$ cat src/ps2mct_pkg.sv
// Shared types and constants for the PS/2 mouse cursor tracker.
package ps2mct_pkg;

    localparam int COL_W       = 7;
    localparam int ROW_W       = 5;
    localparam int COL_RESET   = 40;
    localparam int ROW_RESET   = 12;
    localparam int BYTE_COUNT_W = 2;

    // Register map, byte addresses
    localparam logic ADDR_WHEEL_ENABLE = 1'b0;

    // Header bits that carry the ninth (sign) bit of each motion value
    localparam int HDR_X_SIGN = 4;
    localparam int HDR_Y_SIGN = 5;

    typedef enum logic [1:0] {
        SCROLL_NONE = 2'd0,
        SCROLL_DOWN = 2'd1,
        SCROLL_UP   = 2'd2
    } scroll_t;

    typedef struct packed {
        logic       aux_flag;
        logic [7:0] data_byte;
    } in_t;

    typedef struct packed {
        logic [COL_W-1:0] old_col;
        logic [ROW_W-1:0] old_row;
        logic [COL_W-1:0] new_col;
        logic [ROW_W-1:0] new_row;
        logic [1:0]       scroll;
    } out_t;

    // Completed packet handed from the assembler to the cursor unit
    typedef struct packed {
        logic [7:0] hdr;
        logic [7:0] xbyte;
        logic [7:0] ybyte;
        scroll_t    scroll;
    } pkt_t;

endpackage

$ cat src/ps2_mouse_cursor_tracker.sv
// Top level of the PS/2 mouse cursor tracker: channels, register port, checks.
//
// Decodes PS/2 auxiliary-port bytes into cursor moves on an 80x25 text screen.
// Each request on the s_ channel carries one byte and its aux flag; bytes with
// the flag clear are dropped. Accepted bytes build 3-byte packets, or 4-byte
// packets when wheel_enable (APB address 0, bit 0) is set. The byte that
// completes a packet yields one request on the m_ channel with the old and new
// cursor cells and a scroll command (none, down for a positive wheel byte, up
// for a negative one). Motion is halved toward zero, X added to the column and
// Y subtracted from the row, both clamped to 0..MAX_COL and 0..MAX_ROW; the
// cursor starts at column 40, row 12. Header sync and overflow bits are not
// checked. Throughput is one byte per clock while no result waits on m_ready:
// an input register feeds one pass of decode, halve, add and clamp logic into
// the result register. The result register alone sets back-pressure: while a
// result waits on m_ready, bytes that do not complete a packet still flow in.
// Change wheel_enable only while idle.
module ps2_mouse_cursor_tracker #(
    parameter int MAX_COL = 79,
    parameter int MAX_ROW = 24
) (
    input  logic              aclk,
    input  logic              aresetn,
    // byte channel
    input  logic              s_valid,
    output logic              s_ready,
    input  ps2mct_pkg::in_t   s_data,
    // result channel
    output logic              m_valid,
    input  logic              m_ready,
    output ps2mct_pkg::out_t  m_data,
    // register port
    input  logic              psel,
    input  logic              penable,
    input  logic              pwrite,
    input  logic              paddr,
    input  logic [31:0]       pwdata,
    output logic [31:0]       prdata,
    output logic              pready
);

    logic             wheel_enable_reg;
    logic             in_valid_reg, in_valid_next;
    ps2mct_pkg::in_t  in_data_reg;
    logic             m_valid_reg, m_valid_next;
    ps2mct_pkg::out_t m_data_reg;
    logic             pkt_done;
    logic             out_free;
    logic             consume;
    logic             out_load;
    logic             s_take;
    ps2mct_pkg::pkt_t pkt;
    ps2mct_pkg::out_t result;

    // Register port: zero wait states, single register
    assign pready = 1'b1;
    assign prdata = (paddr == ps2mct_pkg::ADDR_WHEEL_ENABLE) ? {31'b0, wheel_enable_reg}
                                                             : 32'b0;

    always_ff @(posedge aclk) begin
        if (!aresetn) begin
            wheel_enable_reg <= 1'b0;
        end else if (psel && penable && pwrite && pready
                     && paddr == ps2mct_pkg::ADDR_WHEEL_ENABLE) begin
            wheel_enable_reg <= pwdata[0];
        end
    end

    // Handshake: a byte that makes no result never waits on the output side
    assign out_free = !m_valid_reg || m_ready;
    assign consume  = in_valid_reg && (!pkt_done || out_free);
    assign out_load = consume && pkt_done;
    assign s_ready  = !in_valid_reg || consume;
    assign s_take   = s_valid && s_ready;

    always_comb begin
        if (s_take) begin
            in_valid_next = 1'b1;
        end else if (consume) begin
            in_valid_next = 1'b0;
        end else begin
            in_valid_next = in_valid_reg;
        end
        if (out_load) begin
            m_valid_next = 1'b1;
        end else if (m_ready) begin
            m_valid_next = 1'b0;
        end else begin
            m_valid_next = m_valid_reg;
        end
    end

    // Input register: hold the byte until the decode pass takes it
    always_ff @(posedge aclk) begin
        if (!aresetn) begin
            in_valid_reg <= 1'b0;
            m_valid_reg  <= 1'b0;
        end else begin
            in_valid_reg <= in_valid_next;
            m_valid_reg  <= m_valid_next;
        end
    end

    always_ff @(posedge aclk) begin
        if (s_take) begin
            in_data_reg <= s_data;
        end
        if (out_load) begin
            m_data_reg <= result;
        end
    end

    ps2mct_assembler u_assembler (
        .aclk         (aclk),
        .aresetn      (aresetn),
        .take         (consume),
        .in_byte      (in_data_reg),
        .wheel_enable (wheel_enable_reg),
        .pkt_done     (pkt_done),
        .pkt          (pkt)
    );

    ps2mct_cursor #(
        .MAX_COL (MAX_COL),
        .MAX_ROW (MAX_ROW)
    ) u_cursor (
        .aclk    (aclk),
        .aresetn (aresetn),
        .fire    (out_load),
        .pkt     (pkt),
        .result  (result)
    );

    assign m_valid = m_valid_reg;
    assign m_data  = m_data_reg;

    // A new result never overwrites one that is still waiting
    a_no_overwrite: assert property (@(posedge aclk) disable iff (!aresetn)
        out_load |-> out_free)
        else $error("result register overwritten while stalled");

    // Loading a result always presents it on the next cycle
    a_load_shows: assert property (@(posedge aclk) disable iff (!aresetn)
        out_load |=> m_valid)
        else $error("loaded result not presented");

    // Without a wheel no scroll command is ever issued
    a_no_wheel_scroll: assert property (@(posedge aclk) disable iff (!aresetn)
        (out_load && !wheel_enable_reg) |=> (m_data.scroll == ps2mct_pkg::SCROLL_NONE))
        else $error("scroll issued with wheel disabled");

    // Back-pressure on bytes only comes from a completing packet and a full output
    a_stall_cause: assert property (@(posedge aclk) disable iff (!aresetn)
        !s_ready |-> (in_valid_reg && pkt_done && m_valid && !m_ready))
        else $error("byte channel stalled without cause");

endmodule

$ cat src/ps2mct_assembler.sv
// Packet assembler: collects aux bytes into 3- or 4-byte mouse packets.
module ps2mct_assembler (
    input  logic               aclk,
    input  logic               aresetn,
    input  logic               take,
    input  ps2mct_pkg::in_t    in_byte,
    input  logic               wheel_enable,
    output logic               pkt_done,
    output ps2mct_pkg::pkt_t   pkt
);

    logic [ps2mct_pkg::BYTE_COUNT_W-1:0] byte_count_reg;
    logic [ps2mct_pkg::BYTE_COUNT_W-1:0] byte_count_next;
    logic [ps2mct_pkg::BYTE_COUNT_W-1:0] last_count;
    logic [7:0]                          bytes_reg [3];
    logic                                store;

    assign last_count = wheel_enable ? 2'd3 : 2'd2;
    assign pkt_done   = in_byte.aux_flag && (byte_count_reg >= last_count);
    assign store      = take && in_byte.aux_flag;

    always_comb begin
        if (!store) begin
            byte_count_next = byte_count_reg;
        end else if (pkt_done) begin
            byte_count_next = '0;
        end else begin
            byte_count_next = byte_count_reg + 2'd1;
        end
    end

    always_ff @(posedge aclk) begin
        if (!aresetn) begin
            byte_count_reg <= '0;
        end else begin
            byte_count_reg <= byte_count_next;
        end
    end

    // Packet bytes: header, X, Y. The completing byte is Y (no wheel) or the wheel.
    always_ff @(posedge aclk) begin
        if (store) begin
            if (!pkt_done) begin
                case (byte_count_reg)
                    2'd0:    bytes_reg[0] <= in_byte.data_byte;
                    2'd1:    bytes_reg[1] <= in_byte.data_byte;
                    2'd2:    bytes_reg[2] <= in_byte.data_byte;
                    default: bytes_reg[0] <= bytes_reg[0];
                endcase
            end else if (!wheel_enable) begin
                bytes_reg[2] <= in_byte.data_byte;
            end
        end
    end

    always_comb begin
        pkt.hdr   = bytes_reg[0];
        pkt.xbyte = bytes_reg[1];
        pkt.ybyte = wheel_enable ? bytes_reg[2] : in_byte.data_byte;
        if (!wheel_enable || in_byte.data_byte == 8'h00) begin
            pkt.scroll = ps2mct_pkg::SCROLL_NONE;
        end else if (in_byte.data_byte[7]) begin
            pkt.scroll = ps2mct_pkg::SCROLL_UP;
        end else begin
            pkt.scroll = ps2mct_pkg::SCROLL_DOWN;
        end
    end

endmodule

$ cat src/ps2mct_cursor.sv
// Cursor unit: halves motion, moves and clamps the text cursor, forms the result.
module ps2mct_cursor #(
    parameter int MAX_COL = 79,
    parameter int MAX_ROW = 24
) (
    input  logic              aclk,
    input  logic              aresetn,
    input  logic              fire,
    input  ps2mct_pkg::pkt_t  pkt,
    output ps2mct_pkg::out_t  result
);

    localparam int COL_TOP = (MAX_COL > ps2mct_pkg::COL_RESET) ? MAX_COL
                                                               : ps2mct_pkg::COL_RESET;
    localparam int ROW_TOP = (MAX_ROW > ps2mct_pkg::ROW_RESET) ? MAX_ROW
                                                               : ps2mct_pkg::ROW_RESET;
    localparam int CW  = $clog2(COL_TOP + 1);
    localparam int RW  = $clog2(ROW_TOP + 1);
    localparam int CSW = ((CW > 8) ? CW : 8) + 2;
    localparam int RSW = ((RW > 8) ? RW : 8) + 2;

    logic [CW-1:0]         col_reg, col_next;
    logic [RW-1:0]         row_reg, row_next;
    logic signed [8:0]     dx, dy, dx_adj, dy_adj;
    logic signed [7:0]     half_x, half_y;
    logic signed [CSW-1:0] col_sum;
    logic signed [RSW-1:0] row_sum;

    // 9-bit motion; add one to negatives before the shift to round toward zero
    always_comb begin
        dx     = $signed({pkt.hdr[ps2mct_pkg::HDR_X_SIGN], pkt.xbyte});
        dy     = $signed({pkt.hdr[ps2mct_pkg::HDR_Y_SIGN], pkt.ybyte});
        dx_adj = dx + $signed({8'b0, dx[8]});
        dy_adj = dy + $signed({8'b0, dy[8]});
        half_x = 8'(dx_adj >>> 1);
        half_y = 8'(dy_adj >>> 1);
        col_sum = CSW'($signed({1'b0, col_reg})) + CSW'(half_x);
        row_sum = RSW'($signed({1'b0, row_reg})) - RSW'(half_y);
    end

    always_comb begin
        if (col_sum < 0) begin
            col_next = '0;
        end else if (col_sum > CSW'(MAX_COL)) begin
            col_next = CW'(MAX_COL);
        end else begin
            col_next = col_sum[CW-1:0];
        end
        if (row_sum < 0) begin
            row_next = '0;
        end else if (row_sum > RSW'(MAX_ROW)) begin
            row_next = RW'(MAX_ROW);
        end else begin
            row_next = row_sum[RW-1:0];
        end
    end

    always_ff @(posedge aclk) begin
        if (!aresetn) begin
            col_reg <= CW'(ps2mct_pkg::COL_RESET);
            row_reg <= RW'(ps2mct_pkg::ROW_RESET);
        end else if (fire) begin
            col_reg <= col_next;
            row_reg <= row_next;
        end
    end

    always_comb begin
        result.old_col = ps2mct_pkg::COL_W'(col_reg);
        result.old_row = ps2mct_pkg::ROW_W'(row_reg);
        result.new_col = ps2mct_pkg::COL_W'(col_next);
        result.new_row = ps2mct_pkg::ROW_W'(row_next);
        result.scroll  = pkt.scroll;
    end

endmodule
$ cat config.mk
export PLATFORM = sky130hd
export DESIGN_NAME = ps2_mouse_cursor_tracker
export DESIGN_NICKNAME = d
export VERILOG_FILES = /design/src/ps2mct_pkg.sv /design/src/ps2_mouse_cursor_tracker.sv /design/src/ps2mct_assembler.sv /design/src/ps2mct_cursor.sv
export SDC_FILE = /design/constraint.sdc
export NUM_CORES = 1
export LEC_CHECK = 0
export BUFFER_PORTS_ARGS = -buffer_cell sky130_fd_sc_hd__buf_2
export CAP_MARGIN = 25
export CORE_ASPECT_RATIO = 0.5
export CORE_MARGIN = 8
export CORE_UTILIZATION = 30
export CTS_BUF_LIST = sky130_fd_sc_hd__clkbuf_16
export DETAILED_ROUTE_END_ITERATION = 16
export HOLD_SLACK_MARGIN = 0.15
export PLACE_DENSITY = 0.57
export SLEW_MARGIN = 20
export SYNTH_ARGS = -nofsm -noshare
export SYNTH_HDL_FRONTEND = slang
export SYNTH_SLANG_ARGS = --single-unit
$ cat constraint.sdc
create_clock -name aclk -period 9.8 [get_ports aclk]
set_input_delay 0.49 -clock aclk [delete_from_list [all_inputs] [get_ports aclk]]
set_output_delay 0.49 -clock aclk [all_outputs]
set_load 0.01 [all_outputs]
==> summary.txt <==
Status
  • Outcome: finished, final reports clean

Power and ir drop
  • Cell Int Power: 0.544 mW
  • Flop pwr share: a little under half
  • VDD IR max: 0.0000655 V
  • Clock share of power: between 40 and 50%
  • Net Sw Power: 0.172 mW
  • Pwr dens: 156 nW/µm²
  • Combinational Power Share: 9.2%
  • Static leakage: 1.81 nW
  • Total power: 0.716 mW
  • Switching Share: approximately a quarter

Global route
  • Initial antenna violation count: 0
  • GRT Total Usage: 10.4%
  • First-pass GRT wire length: roughly 15000 µm
  • Overflow after GRT: 0
  • Largest net degree at the start of global routing: 28
  • Vias in the first global route: 2835

Timing
  • Min Tclk post-route: 4.08 ns
  • Setup TNS: 0 ns
  • Headroom to the max-slew limit: 42.7%
  • Max-slew violations: 0
  • Final hold vios: 0
  • RSZ-0062 raised after global routing: no
  • Final Setup Violations: 0
  • Worst Skew: 0.00821 ns
  • Worst slew pin tran: roughly 0.86 ns
  • Fin crit share: between 40% and 50%
  • FMAX: approximately 250 MHz
  • Final WS setup: about 5.7 ns

Placed design
  • GP Congestion: 0.857
  • I/O Buffers: 46
  • Dpl ws: about 5.8 ns
  • Placed Cells: ~600
  • Post-DP HPWL: 6690 µm

Cells and area
  • Most frequent cells in the layout: edfxtp_1 (53), buf_2 (46), conb_1 (32)
  • Commonest non-fill, non-tap cell in the layout: edfxtp_1
  • Share of layout cells above drive strength 1: between 10% and 20%
  • Number of diodes: 0
  • Post-layout util: 34.4%
  • Nets: 491
  • Area Overhead vs Synth: 13.7%
  • Max reg flops: 26
  • Finished Layout Cells: 600

Setup path
  • Crit Path Class: reg2reg
  • Critical Path AT: 4.17 ns
  • Worst R2R Start: wheel_enable_reg
  • Req. time, crit path: around 9.9 ns
  • Critical path startpoint category: register
  • R2r setup slk: 5.72 ns
  • CP max FO: 15
  • Reg2reg end: m_data[6]
  • Critical Path End Type: register
  • Critical Path Start: wheel_enable_reg
  • Worst r2r path cells: 13

Detailed routing
  • Initial DRC Count: 185
  • Total routed wirelength: about 8800 µm
  • DRT antenna net count: 0
  • DR vias: 2773
  • Drt first pass iters: 4
  • DRC violations left: 0
  • Vias per cell: around 4.6
  • Routed wire per std cell: 14.6 µm

Worst hold path
  • Hold path cells: 1
  • Hold Crit Class: in2reg
  • Hold_sp: s_data[1]
  • Worst Hold Endpoint: in_data_reg[1]

Die
  • Die width: 180 µm
  • Die ar.: about 18000 µm²
  • Site Rows: 30
  • Core area: 13400 µm²
  • Chip height: between 90 and 100 µm
  • # IOs: 110
  • Initial core utilization: 30.3%

Synth
  • Top cell type's share of synthesized area: 39.3%
  • Yosys cell types: 59
  • Top FF cell, synth: edfxtp_1
  • Mapped Area: between 4000 and 5000 µm²
  • FFs w/ async S/R, synth: 0%
  • Largest cells by area after synthesis: edfxtp_1 (39%), dfxtp_1 (8.4%), ha_1 (6.5%), buf_4 (5.9%), nand2_1 (2.9%)
  • Syn Inst Count: 378
  • Register area share after synthesis: 47.7%
  • #FFs+latches synth: 70
  • Avg Inst Size Synth: between 10 and 15 µm²
  • Cell accounting for the most synthesized area: edfxtp_1
  • Synth warn: 0
  • EDFF count, synth: 53

CTS
  • # resized after CTS: 0
  • Clk sinks: 70
  • Htree depth: 3
  • Clock transition at the registers of the reported paths: around 0.06 ns
  • Clock latency on the worst-skew pair: 0.34 ns
  • Hold-fix buffer count after cts: 0
  • Cts bufs inserted: 9
  • CTS tree: built
  • Setup bufs post-CTS: 0
  • CTS Buffer Depth: 2
  • Root buffer cell: clkbuf_16

Run
  • Max Cap Violations: 0
[per-layer routing]
layer  routed length (µm)  track usage [%]  vias up
li1                     -                -     1400
met1                 4860             14.8     1285
met2                 3270             14.0       78
met3                  553             4.22       10
met4                   91             3.09        0
met5                    0                0        -
[power by group through the flow]
stage / Sequential (mW) / Combinational, mW / Clock (mW)
CTS: 0.332 / 0.0651 / 0.328
floorplan: 0.334 / 0.0606 / 0
global placement: 0.338 / 0.0637 / 0
finish: 0.332 / 0.0657 / 0.318
detailed placement: 0.338 / 0.0646 / 0
global route: 0.333 / 0.0750 / 0.341
[worst max-delay path by stage]
stage	end	slack [ns]
after global placement	m_data[6]	5.75
after global routing	m_data[6]	5.44
after floorplan	m_data[6]	6.30
after detailed placement	m_data[6]	5.77
final	m_data[6]	5.72
after CTS	m_data[6]	5.76
[synthesized netlist by cell type, types with 3 or more instances]
| cell | count |
|---|---|
| a21o_1 | 4 |
| nor2_1 | 12 |
| a211oi_1 | 3 |
| or3_1 | 4 |
| nand3b_1 | 3 |
| nand2_1 | 31 |
| nand3_1 | 14 |
| xor2_1 | 11 |
| a21boi_0 | 8 |
| o21a_1 | 7 |
| ha_1 | 21 |
| nand2b_1 | 3 |
| clkbuf_1 | 13 |
| edfxtp_1 | 53 |
| nor3_1 | 10 |
| a21oi_1 | 10 |
| o211ai_1 | 6 |
| inv_1 | 13 |
| buf_4 | 32 |
| o2111ai_1 | 4 |
| mux2i_1 | 6 |
| xnor2_1 | 11 |
| a31oi_1 | 4 |
| o21ai_0 | 13 |
| dfxtp_1 | 17 |
| and3_1 | 7 |
| mux2_2 | 4 |
| and2_1 | 8 |
| nor2b_1 | 7 |
| o21ai_1 | 3 |
[cell families (layout without fill, tap and decap cells)]
group	count (synthesis)	count (layout)	share of synthesized area, %
buffers and inverters	61	77	8.84
and+or+nand+nor	110	110	14.2
adders and majority gates	23	23	7.48
muxes	10	10	2.60
xor gates and xnor gates	22	22	4.76
DFF	70	70	47.7
other	2	32	0.186
AOI/OAI and AO/OA	80	80	14.2
[worst max-delay path, stage by stage (launching register included)]
cell	delay, ns
dfxtp_1	0.73
mux2i_1	0.43
nor2_1	0.08
ha_1	0.24
xnor2_1	0.28
inv_1	0.08
ha_1	0.27
nor2b_1	0.12
o21ai_0	0.23
nand2_1	0.13
a31oi_1	0.32
mux2_2	0.39
or3_1	0.39
and2_1	0.15
[through the flow]
step                hold slack [ns]  area (µm²)
finish                        0.332        4600
global route                  0.313        4600
CTS                           0.316        4600
detailed placement            0.445        4310
global placement              0.444        4310
floorplan                     0.429        4160
[layout make-up]
class / instances / area [µm²]
Clock buffer: 9 / 225
Tap cell: 176 / 220
Timing Repair Buffer: 47 / 238
Inverter: 14 / 52.6
Multi-Input combinational cell: 277 / 1870
Fill cell: 1371 / 8760
Sequential cell: 70 / 1930
Clock inverter: 7 / 65.1
Power figures use the tool's default switching activity.
